### src/rtl/mexp_pkg.sv
package mexp_pkg;

   localparam int OPERAND_WIDTH = 64;
   localparam int CNT_W         = $clog2(OPERAND_WIDTH);

   typedef logic [OPERAND_WIDTH-1:0] word_type;

   typedef enum logic [2:0] {
      ST_IDLE,
      ST_REDUCE_GO,
      ST_REDUCE_WAIT,
      ST_CHECK,
      ST_MUL_WAIT,
      ST_SQR_GO,
      ST_SQR_WAIT,
      ST_OUT
   } state_type;

   typedef struct packed {
      logic     start;
      word_type a;
      word_type b;
   } mmul_req_type;

   typedef struct packed {
      logic     done;
      word_type result;
   } mmul_rsp_type;

endpackage

### src/rtl/mexp_if.sv
interface mexp_req_if;
   logic              valid;
   logic              ready;
   mexp_pkg::word_type base;
   mexp_pkg::word_type exponent;

   modport source (output valid, output base, output exponent, input ready);
   modport sink   (input valid, input base, input exponent, output ready);
endinterface

interface mexp_rsp_if;
   logic              valid;
   logic              ready;
   mexp_pkg::word_type power;

   modport source (output valid, output power, input ready);
   modport sink   (input valid, input power, output ready);
endinterface

### src/rtl/mexp_modmul.sv
// Interleaved modular multiplier: one bit of b per cycle, MSB first.
// Each step: acc = (2*acc + bit*a) mod n, with a, acc < n.
module mexp_modmul (
   input  logic                   clock,
   input  logic                   reset,
   input  mexp_pkg::word_type     modulus,
   input  mexp_pkg::mmul_req_type req,
   output mexp_pkg::mmul_rsp_type rsp
);

   localparam int W = mexp_pkg::OPERAND_WIDTH;

   logic                     busy_ff, busy_in;
   logic                     done_ff, done_in;
   logic [mexp_pkg::CNT_W-1:0] cnt_ff, cnt_in;
   mexp_pkg::word_type       acc_ff, acc_in;
   mexp_pkg::word_type       a_ff, a_in;
   mexp_pkg::word_type       b_ff, b_in;

   logic [W+1:0] sum;
   logic [W+1:0] n1;
   logic [W+1:0] n2;
   logic [W+1:0] red;

   // sum < 3n, so at most one of n or 2n comes off
   always_comb begin
      n1  = {2'b00, modulus};
      n2  = {1'b0, modulus, 1'b0};
      sum = {1'b0, acc_ff, 1'b0} + (b_ff[W-1] ? {2'b00, a_ff} : '0);
      if (sum >= n2) begin
         red = sum - n2;
      end else if (sum >= n1) begin
         red = sum - n1;
      end else begin
         red = sum;
      end
   end

   always_comb begin
      busy_in = busy_ff;
      done_in = 1'b0;
      cnt_in  = cnt_ff;
      acc_in  = acc_ff;
      a_in    = a_ff;
      b_in    = b_ff;
      if (req.start && !busy_ff) begin
         busy_in = 1'b1;
         cnt_in  = mexp_pkg::CNT_W'(W - 1);
         acc_in  = '0;
         a_in    = req.a;
         b_in    = req.b;
      end else if (busy_ff) begin
         acc_in = red[W-1:0];
         b_in   = {b_ff[W-2:0], 1'b0};
         cnt_in = cnt_ff - 1'b1;
         if (cnt_ff == '0) begin
            busy_in = 1'b0;
            done_in = 1'b1;
         end
      end
   end

   always_ff @(posedge clock) begin
      if (reset) begin
         busy_ff <= 1'b0;
         done_ff <= 1'b0;
      end else begin
         busy_ff <= busy_in;
         done_ff <= done_in;
      end
      cnt_ff <= cnt_in;
      acc_ff <= acc_in;
      a_ff   <= a_in;
      b_ff   <= b_in;
   end

   assign rsp.done   = done_ff;
   assign rsp.result = acc_ff;

endmodule

### src/rtl/modular_exponentiation_top.sv
// Modular exponentiation, right-to-left binary square-and-multiply.
// req_ch carries base and exponent (valid/ready); rsp_ch returns power =
// base^exponent mod modulus (valid/ready). csr_wr_en/csr_wr_data write the
// modulus; write it only while no item is in flight.
// One item is worked at a time: req_ch.ready is high only while idle.
// Every step goes through one shared interleaved modular multiplier. The
// base is first reduced with one pass of that unit, then each exponent bit
// below the highest set bit costs a square, and each set bit a multiply.
// Exponent 0 gives 1, and a modulus below 2 gives 0.
// The finished power sits in an output register; a new item is accepted
// while it waits. If the receiver stalls, the next result is held inside
// until the register frees up.
// Reset (synchronous, active high) sets the modulus to 2, drops rsp valid
// and returns the sequencer to idle.
module modular_exponentiation_top (
   input  logic               clock,
   input  logic               reset,
   mexp_req_if.sink           req_ch,
   mexp_rsp_if.source         rsp_ch,
   input  logic               csr_wr_en,
   input  mexp_pkg::word_type csr_wr_data
);

   localparam int W = mexp_pkg::OPERAND_WIDTH;

   mexp_pkg::state_type state_ff, state_in;
   mexp_pkg::word_type  modulus_ff;
   mexp_pkg::word_type  acc_ff, acc_in;
   mexp_pkg::word_type  sq_ff, sq_in;
   mexp_pkg::word_type  exp_ff, exp_in;
   mexp_pkg::word_type  power_ff, power_in;
   logic                rsp_valid_ff, rsp_valid_in;

   mexp_pkg::mmul_req_type mm_req;
   mexp_pkg::mmul_rsp_type mm_rsp;

   logic req_fire;
   logic out_free;
   logic mod_small;
   logic exp_last;

   assign req_fire  = req_ch.valid && req_ch.ready;
   assign out_free  = !rsp_valid_ff || rsp_ch.ready;
   assign mod_small = (modulus_ff < W'(2));
   assign exp_last  = (exp_ff[W-1:1] == '0);

   mexp_modmul u_modmul (
      .clock   (clock),
      .reset   (reset),
      .modulus (modulus_ff),
      .req     (mm_req),
      .rsp     (mm_rsp)
   );

   // next state
   always_comb begin
      state_in = state_ff;
      unique case (state_ff)
         mexp_pkg::ST_IDLE: begin
            if (req_fire) begin
               state_in = mod_small ? mexp_pkg::ST_OUT : mexp_pkg::ST_REDUCE_GO;
            end
         end
         mexp_pkg::ST_REDUCE_GO: state_in = mexp_pkg::ST_REDUCE_WAIT;
         mexp_pkg::ST_REDUCE_WAIT: begin
            if (mm_rsp.done) state_in = mexp_pkg::ST_CHECK;
         end
         mexp_pkg::ST_CHECK: begin
            if (exp_ff == '0) begin
               state_in = mexp_pkg::ST_OUT;
            end else if (exp_ff[0]) begin
               state_in = mexp_pkg::ST_MUL_WAIT;
            end else begin
               state_in = mexp_pkg::ST_SQR_WAIT;
            end
         end
         mexp_pkg::ST_MUL_WAIT: begin
            if (mm_rsp.done) begin
               state_in = exp_last ? mexp_pkg::ST_OUT : mexp_pkg::ST_SQR_GO;
            end
         end
         mexp_pkg::ST_SQR_GO: state_in = mexp_pkg::ST_SQR_WAIT;
         mexp_pkg::ST_SQR_WAIT: begin
            if (mm_rsp.done) state_in = mexp_pkg::ST_CHECK;
         end
         mexp_pkg::ST_OUT: begin
            if (out_free) state_in = mexp_pkg::ST_IDLE;
         end
         default: state_in = mexp_pkg::ST_IDLE;
      endcase
   end

   // outputs and datapath
   always_comb begin
      req_ch.ready = (state_ff == mexp_pkg::ST_IDLE);
      mm_req.start = 1'b0;
      mm_req.a     = sq_ff;
      mm_req.b     = sq_ff;
      acc_in       = acc_ff;
      sq_in        = sq_ff;
      exp_in       = exp_ff;
      power_in     = power_ff;
      rsp_valid_in = rsp_valid_ff && !rsp_ch.ready;
      unique case (state_ff)
         mexp_pkg::ST_IDLE: begin
            if (req_fire) begin
               acc_in = mod_small ? '0 : W'(1);
               sq_in  = req_ch.base;
               exp_in = req_ch.exponent;
            end
         end
         mexp_pkg::ST_REDUCE_GO: begin
            // base mod n as 1 * base mod n
            mm_req.start = 1'b1;
            mm_req.a     = W'(1);
            mm_req.b     = sq_ff;
         end
         mexp_pkg::ST_REDUCE_WAIT: begin
            if (mm_rsp.done) sq_in = mm_rsp.result;
         end
         mexp_pkg::ST_CHECK: begin
            if (exp_ff != '0) begin
               mm_req.start = 1'b1;
               if (exp_ff[0]) mm_req.a = acc_ff;
            end
         end
         mexp_pkg::ST_MUL_WAIT: begin
            if (mm_rsp.done) acc_in = mm_rsp.result;
         end
         mexp_pkg::ST_SQR_GO: mm_req.start = 1'b1;
         mexp_pkg::ST_SQR_WAIT: begin
            if (mm_rsp.done) begin
               sq_in  = mm_rsp.result;
               exp_in = {1'b0, exp_ff[W-1:1]};
            end
         end
         mexp_pkg::ST_OUT: begin
            if (out_free) begin
               power_in     = acc_ff;
               rsp_valid_in = 1'b1;
            end
         end
         default: ;
      endcase
   end

   always_ff @(posedge clock) begin
      if (reset) begin
         state_ff     <= mexp_pkg::ST_IDLE;
         rsp_valid_ff <= 1'b0;
         modulus_ff   <= W'(2);
      end else begin
         state_ff     <= state_in;
         rsp_valid_ff <= rsp_valid_in;
         if (csr_wr_en) modulus_ff <= csr_wr_data;
      end
      acc_ff   <= acc_in;
      sq_ff    <= sq_in;
      exp_ff   <= exp_in;
      power_ff <= power_in;
   end

   assign rsp_ch.valid = rsp_valid_ff;
   assign rsp_ch.power = power_ff;

endmodule

### src/flat_wrapper.sv
// flat-port wrapper written by rule: the top's interface ports become plain ports
module modular_exponentiation_top_flat 
  (clock, reset, csr_wr_en, csr_wr_data, req_ch_valid, req_ch_base, req_ch_exponent, req_ch_ready, rsp_ch_valid, rsp_ch_power, rsp_ch_ready);
  mexp_req_if req_ch_i ();
  mexp_rsp_if rsp_ch_i ();
  input  logic clock;
  input  logic reset;
  input  logic csr_wr_en;
  input  mexp_pkg::word_type csr_wr_data;
  input wire logic [$bits(req_ch_i.valid)-1:0] req_ch_valid;
  input wire logic [$bits(req_ch_i.base)-1:0] req_ch_base;
  input wire logic [$bits(req_ch_i.exponent)-1:0] req_ch_exponent;
  output wire logic [$bits(req_ch_i.ready)-1:0] req_ch_ready;
  output wire logic [$bits(rsp_ch_i.valid)-1:0] rsp_ch_valid;
  output wire logic [$bits(rsp_ch_i.power)-1:0] rsp_ch_power;
  input wire logic [$bits(rsp_ch_i.ready)-1:0] rsp_ch_ready;
  assign req_ch_i.valid = req_ch_valid;
  assign req_ch_i.base = req_ch_base;
  assign req_ch_i.exponent = req_ch_exponent;
  assign req_ch_ready = req_ch_i.ready;
  assign rsp_ch_valid = rsp_ch_i.valid;
  assign rsp_ch_power = rsp_ch_i.power;
  assign rsp_ch_i.ready = rsp_ch_ready;
  modular_exponentiation_top u_core (.clock(clock), .reset(reset), .req_ch(req_ch_i), .rsp_ch(rsp_ch_i), .csr_wr_en(csr_wr_en), .csr_wr_data(csr_wr_data));
endmodule
### config.mk
export PLATFORM = sky130hd
export DESIGN_NAME = modular_exponentiation_top_flat
export DESIGN_NICKNAME = d
export VERILOG_FILES = /design/src/rtl/mexp_pkg.sv /design/src/rtl/mexp_if.sv /design/src/rtl/mexp_modmul.sv /design/src/rtl/modular_exponentiation_top.sv /design/src/flat_wrapper.sv
export SDC_FILE = /design/constraint.sdc
export NUM_CORES = 1
export LEC_CHECK = 0
export ABC_AREA = 1
export BUFFER_PORTS_ARGS = -buffer_cell sky130_fd_sc_hd__clkbuf_2
export CORE_MARGIN = 2
export CORE_UTILIZATION = 40
export DETAILED_ROUTE_END_ITERATION = 8
export GPL_TIMING_DRIVEN = 0
export HOLD_SLACK_MARGIN = 0.06
export SLEW_MARGIN = 25
export SYNTH_ARGS = -nofsm -noshare
export SYNTH_HDL_FRONTEND = slang
export SYNTH_SLANG_ARGS = --single-unit
### constraint.sdc
create_clock -name clock -period 15.2 [get_ports clock]
set_clock_uncertainty 0.1 [all_clocks]
set_input_delay 2.28 -clock clock [delete_from_list [all_inputs] [get_ports clock]]
set_output_delay 2.28 -clock clock [all_outputs]
set_load 0.005 [all_outputs]
==> impl_metrics.json, run 1 <==
{
  "yosysUniqueCellTypes": 54,
  "layout.nets": 6055,
  "arrival_ps": 8400,
  "start_kind": "flop",
  "ys_seq_elements": 524,
  "fin_util": 0.461,
  "vias": 37100,
  "max-cap-violations": 0,
  "clock_latency_ps": 680,
  "area_growth_pct": 13.9,
  "yosysSeqAreaShare": 0.385,
  "wirelength_um": 165000,
  "clock_sinks": 524,
  "antenna_found_initial": 8,
  "hpwl_um": 140000,
  "holdWs_ps": 353,
  "cpMaxStageDelayCell": "clkbuf_1",
  "grtUsageTotal": 0.337,
  "synth_nets": 5721,
  "place_congestion": 1.01,
  "grt_setup_unrepaired": "false",
  "synth_area_leader_cell": "edfxtp_1",
  "tightest_slew_ps": 1110,
  "wire_per_inst_um": 23.7,
  "synth_warnings": 0,
  "start_util": 0.405,
  "min_path_type": "flop to flop",
  "firstDrtPassIters": 6,
  "fill_cells": 9733,
  "drc": 0,
  "syn_area_um2": 37300,
  "worstPathMaxFanout": 10,
  "num_io_pins": 263,
  "finalSetupViolations": 0,
  "coreArea_um2": 91900,
  "layout_commonest_cell": "nand2_1",
  "syn_avg_cell_area_um2": 6.99,
  "die_y_um": 309,
  "syn_inst": 5328,
  "rows": 111,
  "die_area_um2": 95600,
  "cts_made_buffers": 57,
  "cts_resized": 0,
  "synth_top_area_frac": 0.309,
  "fin_crit_ps": 7910,
  "hold_viol_final": 0,
  "first_global_vias": 34000,
  "htree_levels": 2,
  "grt_max_degree": 53,
  "synthFlopType": "edfxtp_1",
  "grt_pass1_wl_um": 231000,
  "drive_gt1_frac": 0.0803,
  "critPathKind": "flop to flop",
  "synth_area_leaders": "edfxtp_1 31%, nand2_1 15%, inv_1 8.1%, dfxtp_1 7.5%, ha_1 6.5%",
  "fin_crit_sh": 0.520,
  "io_buffers": 262,
  "cts_tree": "yes",
  "grt_overflow": 0,
  "cts_hold_buf": 0,
  "multiInputGateArea_um2": 19200,
  "slew_headroom": 0.259,
  "ys_async_sr_fraction": 0,
  "die-width_um": 309,
  "clock_path_buffers": 3,
  "worst_setup_path_end_kind": "flop",
  "crit_top_cell": "nand2_1",
  "ant_nets": 0,
  "tns_ps": 0,
  "worstPathRequired_ps": 15690,
  "regArea_um2": 14300,
  "outcome": "finished, final reports clean",
  "slew_viol_final": 0,
  "drtIter0Drc": 4089,
  "drt-vias-per-instance": 5.34,
  "layout_common_cells": "1,511 x nand2_1, 802 x inv_1, 577 x nor2_1",
  "clk_pin_slew_ps": 70,
  "synth_edf_count": 384,
  "postCtsSetupBuffers": 0,
  "fmax_mhz": 126,
  "slowest_delay_ps": 790,
  "cts-root-buf": "clkbuf_16"
}
-- per-stage QoR --
stage | std cells | instance area [um2] | setup slack [ps]
final | 6954 | 42400 | 7290
after detailed placement | 6846 | 40500 | 7620
after CTS | 6950 | 42400 | 7550
after global placement | 6833 | 40100 | 5140
after global routing | 6950 | 42400 | 6930
after floorplan | 5328 | 37300 | 8670
-- layout make-up --
cell class                      count  share of cell area
Timing Repair Buffer              275              0.0389
Clock buffer                       73              0.0372
Clock inverter                     31             0.00731
Sequential cell                   524               0.338
Buffer                            148              0.0159
Inverter                          817              0.0724
Tap cell                         1243              0.0367
Antenna cell                        4            0.000236
Multi-Input combinational cell   3839               0.454
-- cells by family (layout without fill, tap and decap cells) --
family                     count (synthesis)  count (layout)  synth area share
adders and majority gates                196             196            0.0664
AOI/OAI and AO/OA                        970             970             0.140
and+or+nand+nor                         2541            2541             0.278
buffers and inverters                    965            1344             0.100
xor gates and xnor gates                 132             132            0.0310
other                                      0               4                 0
DFF                                      524             524             0.385
-- final timing paths --
path,from,end,slack (ps),depth (start not counted)
worst max register to register,u_core.u_modmul.b_ff[63]$_DFFE_PP_,u_core.u_modmul.acc_ff[48]$_SDFFE_PP0P_,7290,33
worst max-delay path,u_core.u_modmul.b_ff[63]$_DFFE_PP_,u_core.u_modmul.acc_ff[48]$_SDFFE_PP0P_,7290,33
worst min-delay path,u_core.acc_ff[10]$_SDFFCE_PN0P_,u_core.rsp_ch.power[10]$_DFFE_PP_,350,0
worst min register to register,u_core.acc_ff[10]$_SDFFCE_PN0P_,u_core.rsp_ch.power[10]$_DFFE_PP_,350,0
-- critical path: cells and delay by family (launching register included) --
family                     cells  cell delay [ps]
adders and majority gates      2              980
AOI/OAI and AO/OA              4              540
buffers and inverters          5             1760
DFF                            1              320
and+or+nand+nor               22             4030
-- per-layer routing --
metal | vias up | part of all wire | global-route usage
li1 | 18100 | - | -
met1 | 17600 | 0.46 | 0.484
met2 | 1360 | 0.44 | 0.532
met3 | 158 | 0.073 | 0.0526
met4 | 0 | 0.022 | 0.0746
met5 | - | 0 | 0
-- state kept, by name, indices dropped and copies added (netlist names), 64 cells and up --
register                flops
u_core.rsp_ch.power        64
u_core.u_modmul.b_ff       64
u_core.acc_ff              64
u_core.u_modmul.acc_ff     64
u_core.exp_ff              64
u_core.sq_ff               64
u_core.modulus_ff          64
u_core.u_modmul.a_ff       64
-- synthesized netlist by cell type (10+ instances only) --
| cell | n |
|---|---|
| buf_4 | 14 |
| clkbuf_1 | 101 |
| inv_1 | 804 |
| a21o_1 | 22 |
| buf_2 | 18 |
| a31oi_1 | 11 |
| xor2_1 | 94 |
| nor4_1 | 40 |
| nor2_2 | 10 |
| a21oi_1 | 352 |
| nor3_1 | 32 |
| nand2_1 | 1511 |
| dfxtp_1 | 140 |
| ha_1 | 193 |
| inv_2 | 11 |
| o21bai_1 | 39 |
| edfxtp_1 | 384 |
| o21ai_1 | 15 |
| xnor2_1 | 38 |
| o22ai_1 | 63 |
| a21boi_0 | 10 |
| nor2_1 | 578 |
| nand3b_1 | 22 |
| o21ai_0 | 434 |
| nand4_1 | 38 |
| nand3_1 | 278 |
Power of run 1 is left out: the tool's default activity adds up to more than one toggle a clock period on the data nets, which glitch-free logic cannot reach.
==> run 2, diff against run 1 <==
==> constraint.sdc (replaced) <==
create_clock -name clock -period 8.2 [get_ports clock]
set_clock_uncertainty 0.1 [all_clocks]
set_input_delay 1.23 -clock clock [delete_from_list [all_inputs] [get_ports clock]]
set_output_delay 1.23 -clock clock [all_outputs]
set_load 0.005 [all_outputs]
==> impl_metrics.json, run 2 (synthesis gave the netlist of run 1 again) <==
{
  "wire_per_inst_um": 23.7,
  "slew_headroom": 0.243,
  "cts-root-buf": "clkbuf_16",
  "crit_buf_inv": 4,
  "drt-vias-per-instance": 5.32,
  "worstPathMaxFanout": 10,
  "die_y_um": 309,
  "grt_overflow": 0,
  "fin_util": 0.461,
  "busiest_layer": "met2",
  "ant_nets": 0,
  "postCtsSetupBuffers": 0,
  "hold_viol_final": 0,
  "slew_viol_final": 0,
  "clock_latency_ps": 670,
  "cts_made_buffers": 57,
  "tightest_slew_ps": 1140,
  "max-cap-violations": 0,
  "vias": 37000,
  "dpl_cell_area_um2": 40500,
  "first_global_vias": 34000,
  "drtIter0Drc": 4093,
  "use_met1": 0.484,
  "num_io_pins": 263,
  "fin_crit_sh": 0.949,
  "fmax_mhz": 128,
  "fin_crit_ps": 7780,
  "met3_usage": 0.0526,
  "clk_pin_slew_ps": 70,
  "grtUsageTotal": 0.337,
  "die-width_um": 309,
  "wirelength_um": 165000,
  "rows": 111,
  "coreArea_um2": 91900,
  "final_area_um2": 42400,
  "cts_resized": 0,
  "fill_cells": 9734,
  "grt_setup_unrepaired": "false",
  "clock_sinks": 524,
  "finalSetupViolations": 0,
  "drc": 0,
  "grt_pass1_wl_um": 231000,
  "crit_top_cell": "nand2_1",
  "htree_levels": 2,
  "antenna_found_initial": 8,
  "die_area_um2": 95600,
  "layout_common_cells": "1,511 x nand2_1, 802 x inv_1, 577 x nor2_1",
  "critPathKind": "flop to flop",
  "firstDrtPassIters": 5,
  "start_util": 0.405,
  "clock_path_buffers": 3,
  "grt_max_degree": 53,
  "arrival_ps": 8270,
  "grt_use_met2": 0.532,
  "cpMaxStageDelayCell": "edfxtp_1",
  "worstPathRequired_ps": 8690,
  "tns_ps": 0,
  "drive_gt1_frac": 0.0803,
  "place_congestion": 1.01,
  "area_growth_pct": 13.9,
  "min_path_type": "flop to flop",
  "cp_top_family": "simple AND/OR/NAND/NOR gates",
  "io_buffers": 262,
  "layout.nets": 6054,
  "layout_commonest_cell": "nand2_1",
  "start_kind": "flop",
  "cts_tree": "yes",
  "hpwl_um": 140000,
  "worst_setup_path_end_kind": "flop",
  "slowest_delay_ps": 910,
  "cts_hold_buf": 0,
  "outcome": "finished, final reports clean"
}
## run 2: area by class of cell
type | instances | area (um2) | share of cell area
multi-input combinational | 3839 | 19200 | 0.454
tap | 1243 | 1560 | 0.0367
timing repair buffer | 275 | 1650 | 0.0389
inverter | 817 | 3070 | 0.0724
sequential | 524 | 14300 | 0.338
clock inverter | 31 | 310 | 0.00731
antenna | 3 | 7.51 | 0.000177
clock buffer | 73 | 1580 | 0.0373
buffer | 147 | 672 | 0.0158
## run 2: final timing paths
path	from	endpoint	slack (ps)	depth (start not counted)
min	u_core.acc_ff[10]$_SDFFCE_PN0P_	u_core.rsp_ch.power[10]$_DFFE_PP_	350	0
max reg2reg	u_core.u_modmul.b_ff[63]$_DFFE_PP_	u_core.u_modmul.acc_ff[48]$_SDFFE_PP0P_	420	32
min reg2reg	u_core.acc_ff[10]$_SDFFCE_PN0P_	u_core.rsp_ch.power[10]$_DFFE_PP_	350	0
max	u_core.u_modmul.b_ff[63]$_DFFE_PP_	u_core.u_modmul.acc_ff[48]$_SDFFE_PP0P_	420	32
## run 2: per-layer routing
layer | share of wire | routed length [um] | up-vias
met2 | 0.44 | 72700 | 1274
met1 | 0.46 | 76100 | 17500
met4 | 0.023 | 3750 | 0
li1 | - | - | 18100
met5 | 0 | 0 | -
met3 | 0.074 | 12200 | 158
## run 2: per-stage QoR
step	setup WS, ps	cells	hold WS [ps]
after global placement	-1860	6833	336
final	416	6952	352
after CTS	554	6950	352
after global routing	174	6949	367
after detailed placement	624	6846	337
after floorplan	1670	5328	327
Power of run 2 is left out for the same reason.
